## src/rtl/core/mtep_pkg.sv

```systemverilog
// ----------------------------------------------------------------------------
// MIDI track event parser package
// Shared types and constants for the track event parser.
// ----------------------------------------------------------------------------
package mtep_pkg;

    localparam int unsigned IN_DATA_W  = 8;
    localparam int unsigned TICK_W     = 32;
    localparam int unsigned VLQ_W      = 28;
    localparam int unsigned VLQ_CNT_W  = 3;
    localparam int unsigned OUT_DATA_W = 72;

    localparam logic [7:0] STATUS_NONE    = 8'h00;
    localparam logic [7:0] STATUS_SYS     = 8'hF0;
    localparam logic [7:0] STATUS_SYSEX   = 8'hF0;
    localparam logic [7:0] STATUS_SYSEX_E = 8'hF7;
    localparam logic [7:0] STATUS_META    = 8'hFF;
    localparam logic [7:0] META_END_TRACK = 8'h2F;
    localparam logic [3:0] HI_PROG_CHANGE = 4'hC;
    localparam logic [3:0] HI_CHAN_PRESS  = 4'hD;

    localparam logic [VLQ_CNT_W-1:0] VLQ_MAX_BYTES = VLQ_CNT_W'(4);

    typedef enum logic [2:0] {
        PH_DELTA,
        PH_STATUS,
        PH_DATA1,
        PH_DATA2,
        PH_META_TYPE,
        PH_META_LEN,
        PH_SYSEX_LEN,
        PH_SKIP
    } phase_t;

    typedef enum logic [1:0] {
        KIND_CHANNEL,
        KIND_META,
        KIND_SYSEX,
        KIND_ERROR
    } kind_t;

    typedef struct packed {
        phase_t                phase;
        logic [VLQ_W-1:0]      vlq_value;
        logic [VLQ_CNT_W-1:0]  vlq_bytes;
        logic [TICK_W-1:0]     tick_total;
        logic [7:0]            running_status;
        logic [7:0]            current_status;
        logic [7:0]            first_data;
        logic [7:0]            meta_type;
        logic [VLQ_W-1:0]      skip_left;
    } parse_state_t;

    typedef struct packed {
        logic [TICK_W-1:0] event_tick;
        logic [7:0]        event_status;
        logic [7:0]        event_data1;
        logic [7:0]        event_data2;
        kind_t             event_kind;
        logic [7:0]        meta_kind;
        logic              track_end;
    } event_t;

endpackage

```

## src/rtl/core/mtep_step.sv

```systemverilog
// ----------------------------------------------------------------------------
// MIDI track event parser step
// Next parser state and optional event for one track byte.
// ----------------------------------------------------------------------------
module mtep_step (
    input  logic [7:0]             in_byte,
    input  mtep_pkg::parse_state_t state,
    output mtep_pkg::parse_state_t state_next,
    output logic                   emit,
    output mtep_pkg::event_t       evt
);
    import mtep_pkg::*;

    logic [VLQ_W-1:0]     vlq_val_new;
    logic [VLQ_CNT_W-1:0] vlq_bytes_new;
    logic                 vlq_done;
    logic [VLQ_W-1:0]     skip_dec;
    logic                 chan_go;
    logic [7:0]           chan_st;
    logic                 long_done;
    logic                 is_end;

    assign vlq_val_new   = {state.vlq_value[VLQ_W-8:0], in_byte[6:0]};
    assign vlq_bytes_new = state.vlq_bytes + VLQ_CNT_W'(1);
    assign vlq_done      = !in_byte[7] || (vlq_bytes_new >= VLQ_MAX_BYTES);
    assign skip_dec      = state.skip_left - VLQ_W'(1);
    assign is_end        = (state.meta_type == META_END_TRACK);

    always_comb begin
        state_next = state;
        emit       = 1'b0;
        chan_go    = 1'b0;
        chan_st    = state.current_status;
        long_done  = 1'b0;
        evt.event_tick   = state.tick_total;
        evt.event_status = STATUS_NONE;
        evt.event_data1  = 8'h00;
        evt.event_data2  = 8'h00;
        evt.event_kind   = KIND_CHANNEL;
        evt.meta_kind    = 8'h00;
        evt.track_end    = 1'b0;

        unique case (state.phase)
            PH_DELTA: begin
                state_next.vlq_value = vlq_val_new;
                state_next.vlq_bytes = vlq_bytes_new;
                if (vlq_done) begin
                    state_next.tick_total = state.tick_total + TICK_W'(vlq_val_new);
                    state_next.vlq_value  = '0;
                    state_next.vlq_bytes  = '0;
                    state_next.phase      = PH_STATUS;
                end
            end
            PH_STATUS: begin
                if (!in_byte[7]) begin
                    if (state.running_status == STATUS_NONE) begin
                        state_next.current_status = STATUS_NONE;
                        state_next.phase          = PH_DELTA;
                        emit             = 1'b1;
                        evt.event_data1  = in_byte;
                        evt.event_kind   = KIND_ERROR;
                    end else begin
                        state_next.current_status = state.running_status;
                        chan_go = 1'b1;
                        chan_st = state.running_status;
                    end
                end else if (in_byte < STATUS_SYS) begin
                    state_next.current_status = in_byte;
                    state_next.running_status = in_byte;
                    state_next.phase          = PH_DATA1;
                end else begin
                    state_next.running_status = STATUS_NONE;
                    state_next.vlq_value      = '0;
                    state_next.vlq_bytes      = '0;
                    if (in_byte == STATUS_META) begin
                        state_next.current_status = in_byte;
                        state_next.phase          = PH_META_TYPE;
                    end else if (in_byte == STATUS_SYSEX || in_byte == STATUS_SYSEX_E) begin
                        state_next.current_status = in_byte;
                        state_next.phase          = PH_SYSEX_LEN;
                    end else begin
                        state_next.current_status = STATUS_NONE;
                        state_next.phase          = PH_DELTA;
                        emit             = 1'b1;
                        evt.event_status = in_byte;
                        evt.event_kind   = KIND_ERROR;
                    end
                end
            end
            PH_DATA1: begin
                chan_go = 1'b1;
            end
            PH_DATA2: begin
                state_next.phase = PH_DELTA;
                emit             = 1'b1;
                evt.event_status = state.current_status;
                evt.event_data1  = state.first_data;
                evt.event_data2  = in_byte;
            end
            PH_META_TYPE: begin
                state_next.meta_type = in_byte;
                state_next.vlq_value = '0;
                state_next.vlq_bytes = '0;
                state_next.phase     = PH_META_LEN;
            end
            PH_META_LEN, PH_SYSEX_LEN: begin
                state_next.vlq_value = vlq_val_new;
                state_next.vlq_bytes = vlq_bytes_new;
                if (vlq_done) begin
                    state_next.skip_left = vlq_val_new;
                    state_next.vlq_value = '0;
                    state_next.vlq_bytes = '0;
                    if (vlq_val_new == '0) begin
                        long_done = 1'b1;
                    end else begin
                        state_next.phase = PH_SKIP;
                    end
                end
            end
            PH_SKIP: begin
                state_next.skip_left = skip_dec;
                if (skip_dec == '0) begin
                    long_done = 1'b1;
                end
            end
        endcase

        if (chan_go) begin
            if (chan_st[7:4] != HI_PROG_CHANGE && chan_st[7:4] != HI_CHAN_PRESS) begin
                state_next.first_data = in_byte;
                state_next.phase      = PH_DATA2;
            end else begin
                state_next.phase = PH_DELTA;
                emit             = 1'b1;
                evt.event_status = chan_st;
                evt.event_data1  = in_byte;
            end
        end

        if (long_done) begin
            state_next.phase = PH_DELTA;
            emit             = 1'b1;
            if (state.current_status == STATUS_META) begin
                evt.event_status = STATUS_META;
                evt.event_kind   = KIND_META;
                evt.meta_kind    = state.meta_type;
                evt.track_end    = is_end;
                if (is_end) begin
                    state_next.tick_total     = '0;
                    state_next.running_status = STATUS_NONE;
                    state_next.current_status = STATUS_NONE;
                end
            end else begin
                evt.event_status = state.current_status;
                evt.event_kind   = KIND_SYSEX;
            end
        end
    end

endmodule

```

## src/rtl/core/mtep_out_reg.sv

```systemverilog
// ----------------------------------------------------------------------------
// MIDI track event parser output register
// Holds one finished event until the downstream side takes it.
// ----------------------------------------------------------------------------
module mtep_out_reg (
    input  logic                                 aclk,
    input  logic                                 aresetn,
    input  logic                                 load,
    input  mtep_pkg::event_t                     evt,
    output logic                                 space,
    output logic                                 m_tvalid,
    input  logic                                 m_tready,
    output logic [mtep_pkg::OUT_DATA_W-1:0]      m_tdata,  // tick, status, data1, data2, kind, meta_kind
    output logic                                 m_tlast   // track_end
);
    import mtep_pkg::*;

    logic   valid_reg;
    logic   valid_next;
    event_t evt_reg;

    assign space      = !valid_reg || m_tready;
    assign valid_next = load || (valid_reg && !m_tready);

    always_ff @(posedge aclk) begin
        if (!aresetn) begin
            valid_reg <= 1'b0;
        end else begin
            valid_reg <= valid_next;
        end
    end

    always_ff @(posedge aclk) begin
        if (load) begin
            evt_reg <= evt;
        end
    end

    assign m_tvalid = valid_reg;
    assign m_tlast  = evt_reg.track_end;
    assign m_tdata  = {6'b0, evt_reg.meta_kind, evt_reg.event_kind, evt_reg.event_data2,
                       evt_reg.event_data1, evt_reg.event_status, evt_reg.event_tick};

endmodule

```

## src/rtl/core/midi_track_event_parser.sv

```systemverilog
// ----------------------------------------------------------------------------
// MIDI track event parser
// Parses standard MIDI file track event bytes into timed events.
// ----------------------------------------------------------------------------
// Usage:
//   s_ channel: one track byte per item on s_tdata.
//   m_ channel: one item per completed event; m_tdata carries absolute tick,
//   status, two data bytes, event kind and meta type; m_tlast marks the
//   end-of-track event, after which tick total and running status restart.
//   Pipeline: an accepted byte waits in the input register, is parsed into the output
//   register when the parse can proceed, and its event is then shown on m_tvalid.
//   Throughput: one byte per cycle when not stalled; the parse step is a single
//   pass of shift-or, add and compare logic between the input and output registers.
//   Bytes that complete no event produce no item.
//   Stall: while m_tready is low one event waits in the output register and
//   the next event-completing byte waits in the input register; s_tready drops.
//   Reset: aresetn low for one edge empties both registers and returns the
//   parser to expecting a delta time with tick zero and no running status.
// ----------------------------------------------------------------------------
module midi_track_event_parser (
    input  logic                                 aclk,
    input  logic                                 aresetn,
    input  logic                                 s_tvalid,
    output logic                                 s_tready,
    input  logic [mtep_pkg::IN_DATA_W-1:0]       s_tdata,  // in_byte
    output logic                                 m_tvalid,
    input  logic                                 m_tready,
    output logic [mtep_pkg::OUT_DATA_W-1:0]      m_tdata,  // event_tick, event_status,
                                                           // event_data1, event_data2,
                                                           // event_kind, meta_kind
    output logic                                 m_tlast   // track_end
);
    import mtep_pkg::*;

    logic                 in_valid_reg;
    logic                 in_valid_next;
    logic [IN_DATA_W-1:0] in_byte_reg;
    parse_state_t         state_reg;
    parse_state_t         state_next;
    logic                 emit;
    event_t               evt;
    logic                 out_space;
    logic                 proc_fire;
    logic                 s_fire;

    assign proc_fire     = in_valid_reg && (!emit || out_space);
    assign s_tready      = !in_valid_reg || proc_fire;
    assign s_fire        = s_tvalid && s_tready;
    assign in_valid_next = s_fire || (in_valid_reg && !proc_fire);

    always_ff @(posedge aclk) begin
        if (!aresetn) begin
            in_valid_reg <= 1'b0;
        end else begin
            in_valid_reg <= in_valid_next;
        end
    end

    always_ff @(posedge aclk) begin
        if (s_fire) begin
            in_byte_reg <= s_tdata;
        end
    end

    always_ff @(posedge aclk) begin
        if (!aresetn) begin
            state_reg <= '{phase: PH_DELTA, default: '0};
        end else if (proc_fire) begin
            state_reg <= state_next;
        end
    end

    mtep_step u_step (
        .in_byte    (in_byte_reg),
        .state      (state_reg),
        .state_next (state_next),
        .emit       (emit),
        .evt        (evt)
    );

    mtep_out_reg u_out (
        .aclk     (aclk),
        .aresetn  (aresetn),
        .load     (proc_fire && emit),
        .evt      (evt),
        .space    (out_space),
        .m_tvalid (m_tvalid),
        .m_tready (m_tready),
        .m_tdata  (m_tdata),
        .m_tlast  (m_tlast)
    );

`ifndef SYNTHESIS
    a_end_is_meta: assert property (@(posedge aclk) disable iff (!aresetn)
        m_tvalid && m_tlast |-> m_tdata[57:56] == KIND_META && m_tdata[39:32] == STATUS_META)
        else $error("track end on a non-meta event");

    a_end_clears: assert property (@(posedge aclk) disable iff (!aresetn)
        proc_fire && emit && evt.track_end |=> state_reg.tick_total == '0 &&
            state_reg.running_status == STATUS_NONE)
        else $error("tick total or running status kept after track end");

    a_error_clean: assert property (@(posedge aclk) disable iff (!aresetn)
        m_tvalid && m_tdata[57:56] == KIND_ERROR |-> m_tdata[55:48] == 8'h00 &&
            m_tdata[65:58] == 8'h00 && !m_tlast)
        else $error("error event carries data2 or meta type");

    a_no_overwrite: assert property (@(posedge aclk) disable iff (!aresetn)
        m_tvalid && !m_tready |=> m_tvalid && $stable(m_tdata))
        else $error("waiting event overwritten");
`endif

endmodule
```

## config.mk

```make
export PLATFORM = sky130hd
export DESIGN_NAME = midi_track_event_parser
export DESIGN_NICKNAME = d
export VERILOG_FILES = /design/src/rtl/core/mtep_pkg.sv /design/src/rtl/core/mtep_step.sv /design/src/rtl/core/mtep_out_reg.sv /design/src/rtl/core/midi_track_event_parser.sv
export SDC_FILE = /design/constraint.sdc
export NUM_CORES = 1
export LEC_CHECK = 0
export BUFFER_PORTS_ARGS = -buffer_cell sky130_fd_sc_hd__buf_2
export CAP_MARGIN = 30
export CORE_MARGIN = 2
export CORE_UTILIZATION = 51
export DETAILED_ROUTE_END_ITERATION = 8
export PLACE_DENSITY = 0.78
export SLEW_MARGIN = 20
export SYNTH_ARGS = -nofsm -noshare
export SYNTH_HDL_FRONTEND = slang
export SYNTH_SLANG_ARGS = --single-unit
```

## constraint.sdc

```tcl
create_clock -name aclk -period 5.8 [get_ports aclk]
set_input_delay 0.58 -clock aclk [delete_from_list [all_inputs] [get_ports aclk]]
set_output_delay 0.58 -clock aclk [all_outputs]
set_load 0.005 [all_outputs]
```

==> summary.md, run 1 <==
| Metric | Value |
|---|---|
| Final GP Congestion | 0.9535 |
| Port buffer count | 80 |
| Clock sink total | 196 |
| Die area | 21230 um^2 |
| Initial antenna violation count | 0 |
| Crit Path Class | reg2out |
| Worst reg-to-reg setup slack | 1.57 ns |
| GR Overflow Total | 0 |
| Post-Syn Instances | 1075 |
| Synth Area per Inst | 9.527 um^2 |
| DR DRC count | 0 |
| Setup violators final | 0 |
| Final WS setup | 1.265 ns |
| ANT nets after route | 0 |
| H-tree Lvls | 4 |
| FP Rows | 51 |
| Synthesis-stage register bit count | 196 |
| DP Worst Slack | 1.518 ns |
| Mapped cell area | 10240 um^2 |
| Slowest stage cell, crit path | or4b_1 |
| Routed wire length | 25800 um |
| FF-to-FF path depth | 12 |
| CP Capture Type | output port |
| Static leakage | 4.497 nW |
| Storage element area | 4674 um^2 |
| Status | complete, no violations |
| Iter 0 DRT Violations | 941 |
| WHS Endpoint | in_byte_reg[5]$_DFFE_PP_ |
| Post-DP HPWL | 17600 um |
| Initial core utilization | 52.28% |
| Clock Skews | 0.01094 ns |
| Area grow syn2layout | 10.79% |
| WP data arrival | 3.96 ns |
| I/O pin count | 87 |
| # hold bufs at CTS | 0 |
| Fin nets | 1166 |
| Clk buf depth | 2 |
| Layout cells sized above 1 | 13.83% |
| Number of global-route vias before repair | 8049 |
| R2r startpoint | state_reg[0]$_SDFFE_PN0P_ |
| Tot Pwr | 0.002840 W |
| Core ar. | 19590 um^2 |
| Tightest Hold Check Type | in2reg |
| Wire length per cell | 18.43 um |
| Cell area power density | 250.3 nW/um^2 |
| GRT Overall Usage | 24.36% |
| Fin Setup TNS | 0 ns |
| Critical Path Start Type | register |
| Minimum clock period | 4.535 ns |
| CTS tree | built |
| N_diodes | 0 |
| Die height | 145.7 um |
| Most frequent CP cell | inv_1 |
| Register area share after synthesis | 45.64% |
| Root buffer cell | clkbuf_16 |
| Cell variety after synth | 98 |
| Worst r2r dst | state_reg[46]$_SDFFE_PN0N_ |
| Clock-pin slew on the worst setup and hold paths | 0.07 ns |
| Worst Max-Slew Pin Slew | 0.9235 ns |
| Drt first pass iters | 6 |
| FFs w/ async S/R, synth | 0% |
| EDFF count, synth | 75 |
| Slew headroom | 38.43% |
| Cts bufs inserted | 17 |
| Fin util | 57.92% |
| Number of fill cells | 1703 |
| Clk Latency, worst-skew pair | 0.44 ns |
| Predominant post-synthesis flop cell | dfxtp_1 |
| First-pass GRT wire length | 42300 um |
| Final Cell Area | 11350 um^2 |
| Worst hold stages | 1 |
| Post-route clock period utilization | 78.20% |
| # resized after CTS | 0 |
| DP Area | 10770 um^2 |
| Worst Path Required | 5.22 ns |
| Chip Width | 145.7 um |
| Post-CTS Setup Repair Bufs | 0 |
| Final hold violations | 0 |
| Commonest non-fill, non-tap cells in the layout | dfxtp_1, nand2_1, nor2_1 |
| CP Cell Sequence | inv_1 > ha_1 > or4b_1 > nor4_4 > xnor2_1 > or3b_1 > and4bb_4 > a31oi_4 > nand2_1 > o311a_1 > inv_1 > buf_2 |
| Commonest non-fill, non-tap cell in the layout | dfxtp_1 |
| Maxcap violations | 0 |
| VDD IR-drop max | 0.1917 mV |
| Worst path max stage delay | 0.71 ns |
| Footprint of the multi-input gates | 5159 um^2 |
| FMAX | 220.5 MHz |
| DR vias | 8647 |
| Via density | 6.176 |
| HP Start | s_tdata[5] |
| Max reg flops | 119 |
| Largest net degree at the start of global routing | 61 |
| Synth warnings | 0 |
| RSZ-0062 raised after global routing | false |
| Worst Path Max Fanout | 10 |
| Final Slew Violations | 0 |
-- cell families after synthesis --
kind of cell               count (synthesis)  synth area share (%)
AOI/OAI and AO/OA                        312                 21.03
xor gates and xnor gates                  33                 2.822
adders and majority gates                 33                 4.081
buffers and inverters                     89                 4.252
DFF                                      196                 45.64
muxes                                     18                 1.771
other                                      1               0.03662
and+or+nand+nor                          393                 20.37
-- power breakdown --
| group | internal [W] | switching (W) | total (W) | leakage [nW] |
|---|---|---|---|---|
| logic | 0.0000627 | 0.000133 | 0.000195 | 2.57 |
| registers | 0.00145 | 0.0000248 | 0.00147 | 1.65 |
| clock network | 0.000652 | 0.000522 | 0.00117 | 0.275 |
-- Yosys cell counts, drive strengths merged (9+ instances only) --
| cell type | number | area [um^2] |
|---|---|---|
| dfxtp | 121 | 2422 |
| nand2 | 104 | 402.9 |
| nor2 | 89 | 350.3 |
| a21oi | 83 | 415.4 |
| edfxtp | 75 | 2252 |
| o21ai | 56 | 284.0 |
| nand3 | 45 | 247.7 |
| clkbuf | 42 | 160.1 |
| a22o | 39 | 341.6 |
| ha | 31 | 387.9 |
| buf | 29 | 207.7 |
| nor3 | 25 | 141.4 |
| xnor2 | 23 | 201.4 |
| nor4 | 20 | 152.6 |
| and2 | 18 | 112.6 |
| inv | 17 | 63.81 |
| mux2i | 17 | 170.2 |
| a31oi | 16 | 115.1 |
| and3 | 16 | 100.1 |
| a21o | 14 | 105.1 |
| o21a | 13 | 105.1 |
| nand2b | 12 | 75.07 |
| a32o | 10 | 100.1 |
| nand4 | 10 | 62.56 |
| xor2 | 10 | 87.58 |
| a211oi | 9 | 67.56 |
| a22oi | 9 | 67.56 |
| o31ai | 9 | 72.57 |
| or3 | 9 | 56.30 |
-- area by class of cell --
type                    count  share of cell area, %
flip-flops and latches    196                  41.20
clock inverters            10                  1.070
clock buffers              22                  4.003
repair buffers             94                  4.742
multi-input cells         795                  45.47
well taps                 265                  2.922
inverters                  18                 0.5955
-- worst max-delay path: cells and delay by family, from the launching register on --
| kind | cells | cell delay [ns] |
|---|---|---|
| AND/OR/NAND/NOR | 5 | 1.87 |
| adder cells (fa/ha/maj) | 1 | 0.37 |
| flip-flops | 1 | 0.38 |
| XOR/XNOR | 1 | 0.18 |
| buffers and inverters | 3 | 0.31 |
| AO/OA/AOI/OAI | 2 | 0.40 |
-- worst max path at each step --
stage                                   start                          to  slack, ns  cells after the start
finish              state_reg[0]$_SDFFE_PN0P_                    s_tready       1.26                     12
global placement    state_reg[0]$_SDFFE_PN0P_  state_reg[19]$_SDFFE_PN0P_       1.68                     11
detailed placement  state_reg[0]$_SDFFE_PN0P_  state_reg[19]$_SDFFE_PN0P_       1.52                     11
CTS                 state_reg[0]$_SDFFE_PN0P_                    s_tready       1.32                     12
global route        state_reg[0]$_SDFFE_PN0P_                    s_tready       1.07                     12
floorplan           state_reg[0]$_SDFFE_PN0P_  u_out.m_tdata[0]$_DFFE_PP_       0.97                     13
-- metal layers --
metal	vias to the layer above	global-route usage, %	routed length [um]
met5	-	0	0
met1	4122	33.23	11160
met2	379	38.61	12210
met3	49	4.514	1776
li1	4097	-	-
met4	0	9.412	657
-- through the flow --
stage	std cells	hold WS, ns
global placement	1367	0.4495
floorplan	1080	0.4280
CTS	1400	0.3130
finish	1400	0.3194
detailed placement	1368	0.4518
global route	1400	0.3047
Power figures use the tool's default switching activity.
==> run 2, diff against run 1 <==
--- a/config.mk
+++ b/config.mk
@@ -5,12 +5,13 @@
 export SDC_FILE = /design/constraint.sdc
 export NUM_CORES = 1
 export LEC_CHECK = 0
+export ABC_AREA = 1
 export BUFFER_PORTS_ARGS = -buffer_cell sky130_fd_sc_hd__buf_2
 export CAP_MARGIN = 30
 export CORE_MARGIN = 2
 export CORE_UTILIZATION = 51
 export DETAILED_ROUTE_END_ITERATION = 8
-export PLACE_DENSITY = 0.78
+export PLACE_DENSITY = 0.74
 export SLEW_MARGIN = 20
 export SYNTH_ARGS = -nofsm -noshare
 export SYNTH_HDL_FRONTEND = slang
==> constraint.sdc (replaced) <==
create_clock -name aclk -period 4.72 [get_ports aclk]
set_input_delay 0.472 -clock aclk [delete_from_list [all_inputs] [get_ports aclk]]
set_output_delay 0.472 -clock aclk [all_outputs]
set_load 0.005 [all_outputs]
==> run 2 against run 1 <==
  * Area after synthesis grew 15%
  * Sequential share of layout area shrank 4.8 points
  * Count of clock-buffer cells in the layout shrank 5
  * Largest power group unchanged
  * Clock power grew 30%
  * Synthesized cell count grew 59%
  * Die area grew 15%
  * Register-to-register slack lost 0.64 ns
  * Worst setup slack lost 0.33 ns
  * Critical endpoint is now u_out.m_tdata[35]$_DFFE_PP_
  * Clock skew grew 0.0017 ns
  * Critical path depth grew 3
  * Combinational power grew to 2.5 times the previous value
==> summary.md, run 2 <==
| Metric | Value |
|---|---|
| Status | complete, no violations |
| Via density | 5.491 (-11%) |
| Final WS setup | 0.9335 ns (-0.3311 ns) |
| Layout cells sized above 1 | 9.605% (-4.2 points) |
| Port buffer count | 80 (unchanged) |
| Post-DP HPWL | 24280 um (+38%) |
| Root buffer cell | clkbuf_16 |
| Cts bufs inserted | 17 (unchanged) |
| Routed wire length | 33640 um (+30%) |
| DP Area | 12230 um^2 (+14%) |
| Final Slew Violations | 0 (unchanged) |
| Fin Setup TNS | 0 ns (unchanged) |
| Commonest non-fill, non-tap cell in the layout | nand2_1 |
| FMAX | 264.1 MHz |
| Top-area cell type share of the netlist area | 20.56% (-3.1 points) |
| Clock-pin slew on the worst setup and hold paths | 0.08 ns (about the same) |
| Critical Path Start Type | register |
| CTS tree | built |
| Worst Path Max Fanout | 49 (+39) |
| Predominant post-synthesis flop cell | dfxtp_1 |
| Storage element area | 4676 um^2 (about the same) |
| Worst reg-to-reg setup slack | 0.93 ns (-0.64 ns) |
| Commonest non-fill, non-tap cells in the layout | nand2_1, nor2_1, inv_1 |
| Slew headroom | 42.10% (+3.7 points) |
| Final GP Congestion | 0.9398 (-1.4%) |
| Worst Max-Slew Pin Slew | 0.8685 ns (-0.05496 ns) |
| I/O pin count | 87 (unchanged) |
| Setup crit start | state_reg[0]$_SDFFE_PN0P_ |
| Sw power | 0.001191 W (+75%) |
| DR DRC count | 0 (unchanged) |
| R2r startpoint | state_reg[0]$_SDFFE_PN0P_ |
| CP Capture Type | register |
| Synth Area per Inst | 6.893 um^2 (-28%) |
| Clock Skews | 0.01261 ns (+0.001670 ns) |
| CP delay by family, top | simple AND/OR/NAND/NOR gates |
| Chip Width | 156.0 um (+7.1%) |
| Clk buf depth | 2 (unchanged) |
| FF-to-FF path depth | 15 (+3) |
| Fin nets | 1801 (+54%) |
| Worst r2r dst | u_out.m_tdata[35]$_DFFE_PP_ |
| ANT nets after route | 0 (unchanged) |
| Iter 0 DRT Violations | 1076 (+14%) |
| # hold bufs at CTS | 0 (unchanged) |
| Synth warnings | 0 (unchanged) |
| Mapped cell area | 11780 um^2 (+15%) |
| Worst Path Buf+Inv | 3 (unchanged) |
| Most common cell in the netlist | nand2_1 |
| Final hold violations | 0 (unchanged) |
| H-tree Lvls | 4 (unchanged) |
| Synth area leader | dfxtp_1 |
| Cell variety after synth | 48 (-51%) |
| DP Worst Slack | 1.009 ns (-0.5083 ns) |
| Combinational Power Share | 12.6% (+5.7 points) |
| Initial core utilization | 52.03% (-0.25 points) |
| Internal Dissipation | 0.002673 W (+24%) |
| Worst Path Required | 4.86 ns (-0.36 ns) |
| First-pass GRT wire length | 52980 um (+25%) |
| # resized after CTS | 0 (unchanged) |
| Register area share after synthesis | 39.68% (-6.0 points) |
| Sw Ratio | 30.83% (+6.9 points) |
| Synthesis-stage register bit count | 196 (unchanged) |
| N_diodes | 0 (unchanged) |
| Static leakage | 6.164 nW (+37%) |
| Crit Path Class | reg2reg |
| Area grow syn2layout | 9.187% |
| RSZ-0062 raised after global routing | false |
| Seq pwr share | 48.0% (-3.8 points) |
| GR Overflow Total | 0 (unchanged) |
| GRT Overall Usage | 27.75% (+3.4 points) |
| WP data arrival | 3.92 ns (-0.04 ns) |
| Final Cell Area | 12860 um^2 (+13%) |
| Post-CTS Setup Repair Bufs | 0 (unchanged) |
| Number of global-route vias before repair | 10170 (+26%) |
| Core ar. | 22640 um^2 (+16%) |
| Slowest stage cell, crit path | inv_2 |
| FFs w/ async S/R, synth | 0% (unchanged) |
| Maxcap violations | 0 (unchanged) |
| Clock sink total | 196 (unchanged) |
| Largest net degree at the start of global routing | 75 (+23%) |
| Setup violators final | 0 (unchanged) |
| Number of fill cells | 2178 (+28%) |
| Clock power share | 39.4% (-2.0 points) |
| Initial antenna violation count | 0 (unchanged) |
| FP Rows | 55 (+7.8%) |
| Worst path max stage delay | 0.43 ns (-0.28 ns) |
| Critical Path Sink | u_out.m_tdata[35]$_DFFE_PP_ |
| Fin util | 56.81% (-1.1 points) |
| Cell area power density | 300.4 nW/um^2 (+20%) |
| VDD IR-drop max | 0.1786 mV (-6.8%) |
| HP Start | s_tdata[4] |
| CP Cell Sequence | inv_1 > ha_1 > nand2_1 > nor2_1 > nand3_1 > xor2_1 > nor2_1 > nand2_1 > nor2_1 > nand2_2 > nand3_4 > a21oi_1 > nand2_1 > inv_2 > buf_12 |
| Levels on crit path | 15 (+3) |
| Worst hold stages | 1 (unchanged) |
| Post-Syn Instances | 1709 (+59%) |
| Post-synth top cells | nand2_1, nor2_1, inv_1, dfxtp_1, a21oi_1 |
| DR vias | 11280 (+30%) |
| Clk Latency, worst-skew pair | 0.46 ns (+0.02 ns) |
| Drt first pass iters | 5 (-1) |
| Wire length per cell | 16.37 um (-11%) |
| EDFF count, synth | 75 (unchanged) |
| Minimum clock period | 3.787 ns |
| Post-route clock period utilization | 80.22% |
| Max reg flops | 119 (unchanged) |
| Synth top area cells | dfxtp_1, edfxtp_1, nand2_1 |
| Die height | 156.0 um (+7.1%) |
| Die area | 24330 um^2 (+15%) |
| Footprint of the multi-input gates | 5992 um^2 (+16%) |
| Tightest Hold Check Type | in2reg |
[run 2: cell families after synthesis]
group	after synthesis	synth area share (%)
AND/OR/NAND/NOR	980	35.24
other	1	0.03183
adder cells (fa/ha/maj)	32	3.463
buffers and inverters	253	9.612
XOR/XNOR	14	1.041
AO/OA/AOI/OAI	233	10.93
flip-flops	196	39.68
[run 2: how the worst min path moves through the flow]
stage                                             end  slack [ns]
after floorplan           u_out.m_tdata[31]$_DFFE_PP_        0.43
after global placement     state_reg[56]$_SDFFE_PN0N_        0.45
after detailed placement   state_reg[56]$_SDFFE_PN0N_        0.46
after CTS                    in_byte_reg[4]$_DFFE_PP_        0.18
after global routing         in_byte_reg[4]$_DFFE_PP_        0.18
final                        in_byte_reg[4]$_DFFE_PP_        0.19
[run 2: through the flow]
| stage | power (W) | std cells | hold WS [ns] |
|---|---|---|---|
| 6_report | 0.003864 | 2055 | 0.1912 |
| 5_1_grt | 0.004011 | 2055 | 0.1790 |
| 4_1_cts | 0.003874 | 2055 | 0.1771 |
| 3_5_place_dp | 0.002368 | 2023 | 0.4580 |
| 3_3_place_gp | 0.002364 | 2023 | 0.4525 |
| 2_1_floorplan | 0.002241 | 1714 | 0.4308 |
[run 2: power by group through the flow]
stage | Clock, W | Combinational, W | Sequential [W]
6_report | 0.00152 | 0.000488 | 0.00186
5_1_grt | 0.00160 | 0.000550 | 0.00186
4_1_cts | 0.00154 | 0.000480 | 0.00185
3_5_place_dp | 0 | 0.000477 | 0.00189
2_1_floorplan | 0 | 0.000380 | 0.00186
3_3_place_gp | 0 | 0.000473 | 0.00189
[run 2: layout make-up]
class | instances | share of cell area, %
inverter | 182 | 5.311
clock inverter | 15 | 1.586
clock buffer | 17 | 3.307
tap | 285 | 2.772
multi-input combinational | 1265 | 46.59
sequential | 196 | 36.35
timing repair buffer | 95 | 4.086
[run 2: layer usage]
| layer | wire length, um | GRT usage, % | vias to the layer above |
|---|---|---|---|
| li1 | - | - | 5650 |
| met1 | 15260 | 37.01 | 5154 |
| met2 | 15490 | 46.04 | 423 |
| met3 | 2010 | 4.444 | 57 |
| met4 | 872 | 9.262 | 0 |
| met5 | 0 | 0 | - |
[run 2: worst reg2reg max path: stages, from the launching register on]
cell and delay (ns):
dfxtp_1 0.32, inv_1 0.14, ha_1 0.34, nand2_1 0.20, nor2_1 0.26, nand3_1 0.15
xor2_1 0.27, nor2_1 0.09, nand2_1 0.10, nor2_1 0.06, nand2_2 0.12, nand3_4 0.12
a21oi_1 0.40, nand2_1 0.12, inv_2 0.43, buf_12 0.33
==> run 3, diff against run 2 <==
==> constraint.sdc (replaced) <==
create_clock -name aclk -period 3.7 [get_ports aclk]
set_input_delay 0.37 -clock aclk [delete_from_list [all_inputs] [get_ports aclk]]
set_output_delay 0.37 -clock aclk [all_outputs]
set_load 0.005 [all_outputs]
==> run 3 against run 2 <==
  * Non-clock buffer count up 16
  * Count of clock-buffer cells in the layout up 2
  * Routed wire length up 2.0%
  * Die area unchanged
  * Worst setup slack worse by 0.66 ns
  * Critical path type unchanged
  * Largest cell class unchanged
==> summary.md, run 3 (synthesis gave the netlist of run 2 again) <==
| Metric | Value |
|---|---|
| Status | complete, no violations |
| Commonest non-fill, non-tap cell in the layout | nand2_1 |
| Final Slew Violations | 0 (unchanged) |
| CTS tree | built |
| DR vias | 11470 (+1.6%) |
| Core ar. | 22640 um^2 (unchanged) |
| Die area | 24330 um^2 (unchanged) |
| Drt first pass iters | 5 (unchanged) |
| Maxcap violations | 0 (unchanged) |
| DR DRC count | 0 (unchanged) |
| # hold bufs at CTS | 0 (unchanged) |
| GR Overflow Total | 0 (unchanged) |
| Clock sink total | 196 (unchanged) |
| Tightest Hold Check Type | in2reg |
| Crit Path Class | reg2reg |
| VDD IR-drop max | 0.2799 mV (+57%) |
| Root buffer cell | clkbuf_16 |
| # resized after CTS | 0 (unchanged) |
| Final WS setup | 0.2706 ns (-0.6629 ns) |
| Initial core utilization | 52.03% (unchanged) |
| Finished Layout Cells | 2071 (+0.78%) |
| Static leakage | 6.223 nW (+0.96%) |
| Storage element area | 4676 um^2 (unchanged) |
| Final Cell Area | 12970 um^2 (+0.82%) |
| Commonest non-fill, non-tap cells in the layout | nand2_1, nor2_1, inv_1 |
| Worst Path Max Fanout | 35 (-29%) |
| Fin nets | 1817 (+0.89%) |
| Max reg flops | 119 (unchanged) |
| Cts bufs inserted | 17 (unchanged) |
| FP Rows | 55 (unchanged) |
| WP data arrival | 3.57 ns (-0.35 ns) |
| Die height | 156.0 um (unchanged) |
| Final hold violations | 0 (unchanged) |
| CP Capture Type | register |
| Critical Path Start Type | register |
| Clk Latency, worst-skew pair | 0.46 ns (about the same) |
| Wire length per cell | 16.56 um (+1.2%) |
| Cell area power density | 378.0 nW/um^2 (+26%) |
| Worst path max stage delay | 0.33 ns (-0.10 ns) |
| Number of fill cells | 2190 (+0.55%) |
| Clock Skews | 0.02653 ns (+0.01392 ns) |
| Minimum clock period | 3.429 ns (-0.3571 ns) |
| First-pass GRT wire length | 54740 um (+3.3%) |
| ANT nets after route | 0 (unchanged) |
| Chip Width | 156.0 um (unchanged) |
| FMAX | 291.6 MHz (+10%) |
| Post-DP HPWL | 24960 um (+2.8%) |
| Iter 0 DRT Violations | 1066 (-0.93%) |
| Port buffer count | 80 (unchanged) |
| CP Cell Sequence | inv_1 > ha_1 > nand2_1 > nor2_1 > nand3_1 > xor2_1 > nor2_1 > nand2_1 > nor2_1 > nand2_2 > nand3_4 > a21oi_2 > nand2_1 > clkinvlp_4 > buf_12 |
| CP delay by family, top | simple AND/OR/NAND/NOR gates |
| H-tree Lvls | 4 (unchanged) |
| Clk buf depth | 2 (unchanged) |
| DP Area | 12370 um^2 (+1.1%) |
| Clock-pin slew on the worst setup and hold paths | 0.07 ns (about the same) |
| DP Worst Slack | 0.2077 ns (-0.8017 ns) |
| Layout cells sized above 1 | 10.36% (+0.75 points) |
| Worst Path Buf+Inv | 3 (unchanged) |
| Area grow syn2layout | 10.08% |
| Number of global-route vias before repair | 10290 (+1.2%) |
| Worst Path Required | 3.84 ns (-1.02 ns) |
| GRT Overall Usage | 28.65% (+0.91 points) |
| N_diodes | 0 (unchanged) |
| Post-CTS Setup Repair Bufs | 0 (unchanged) |
| Setup violators final | 0 (unchanged) |
| Slew headroom | 42.49% (+0.39 points) |
| Largest net degree at the start of global routing | 75 (unchanged) |
| Initial antenna violation count | 0 (unchanged) |
| Slowest stage cell, crit path | clkinvlp_4 |
| Worst Max-Slew Pin Slew | 0.8626 ns (-0.005895 ns) |
| Post-route clock period utilization | 92.69% (+12 points) |
| Routed wire length | 34300 um (+2.0%) |
| Via density | 5.537 (+0.84%) |
| Footprint of the multi-input gates | 5996 um^2 (about the same) |
| I/O pin count | 87 (unchanged) |
| Fin Setup TNS | 0 ns (unchanged) |
| Placed cells | 2039 (+0.79%) |
| RSZ-0062 raised after global routing | false |
| Final GP Congestion | 0.9618 (+2.3%) |
==> run 3: per-layer routing <==
metal	GRT usage (%)	vias up	part of all wire, %
met5	0	-	0
met4	10.70	0	2.9
met3	3.583	60	7.6
met2	45.55	484	45
met1	40.05	5232	45
li1	-	5691	-
==> run 3: power breakdown <==
group | total [W] | leakage, nW | switching (W) | internal [W]
clock | 0.00189 | 0.286 | 0.000922 | 0.000967
sequential | 0.00235 | 1.76 | 0.0000647 | 0.00229
combinational | 0.000662 | 4.18 | 0.000460 | 0.000201
==> run 3: worst register-to-register path: cells and delay by family, from the launching register on <==
| family | cells | cell delay [ns] |
|---|---|---|
| fa+ha+maj | 1 | 0.32 |
| xor+xnor | 1 | 0.25 |
| flops | 1 | 0.31 |
| simple gates | 9 | 1.18 |
| buf+inv | 3 | 0.73 |
| compound gates | 1 | 0.28 |
==> run 3: worst paths after layout <==
check / startpoint / to / slack, ns / cells past startpoint
worst min register to register: state_reg[56]$_SDFFE_PN0N_ / state_reg[56]$_SDFFE_PN0N_ / 0.47 / 2
worst min-delay path: s_tdata[7] / in_byte_reg[7]$_DFFE_PP_ / 0.12 / 1
worst max-delay path: state_reg[0]$_SDFFE_PN0P_ / u_out.m_tdata[0]$_DFFE_PP_ / 0.27 / 15
worst max register to register: state_reg[0]$_SDFFE_PN0P_ / u_out.m_tdata[0]$_DFFE_PP_ / 0.27 / 15
==> run 3: stage by stage <==
| step | total power (W) | utilization, % | hold WS [ns] |
|---|---|---|---|
| 3_5_place_dp | 0.003045 | 54.63 | 0.4567 |
| 5_1_grt | 0.005089 | 57.28 | 0.1151 |
| 4_1_cts | 0.004915 | 57.26 | 0.1129 |
| 3_3_place_gp | 0.003039 | 54.63 | 0.4533 |
| 6_report | 0.004902 | 57.28 | 0.1190 |
| 2_1_floorplan | 0.002859 | - | 0.4308 |
==> run 3: cell type report <==
type | count | share of cell area [%]
Inverter | 182 | 5.297
Clock inverter | 13 | 1.245
Tap cell | 285 | 2.750
Sequential cell | 196 | 36.06
Clock buffer | 19 | 3.338
Multi-Input combinational cell | 1265 | 46.24
Timing Repair Buffer | 111 | 5.075
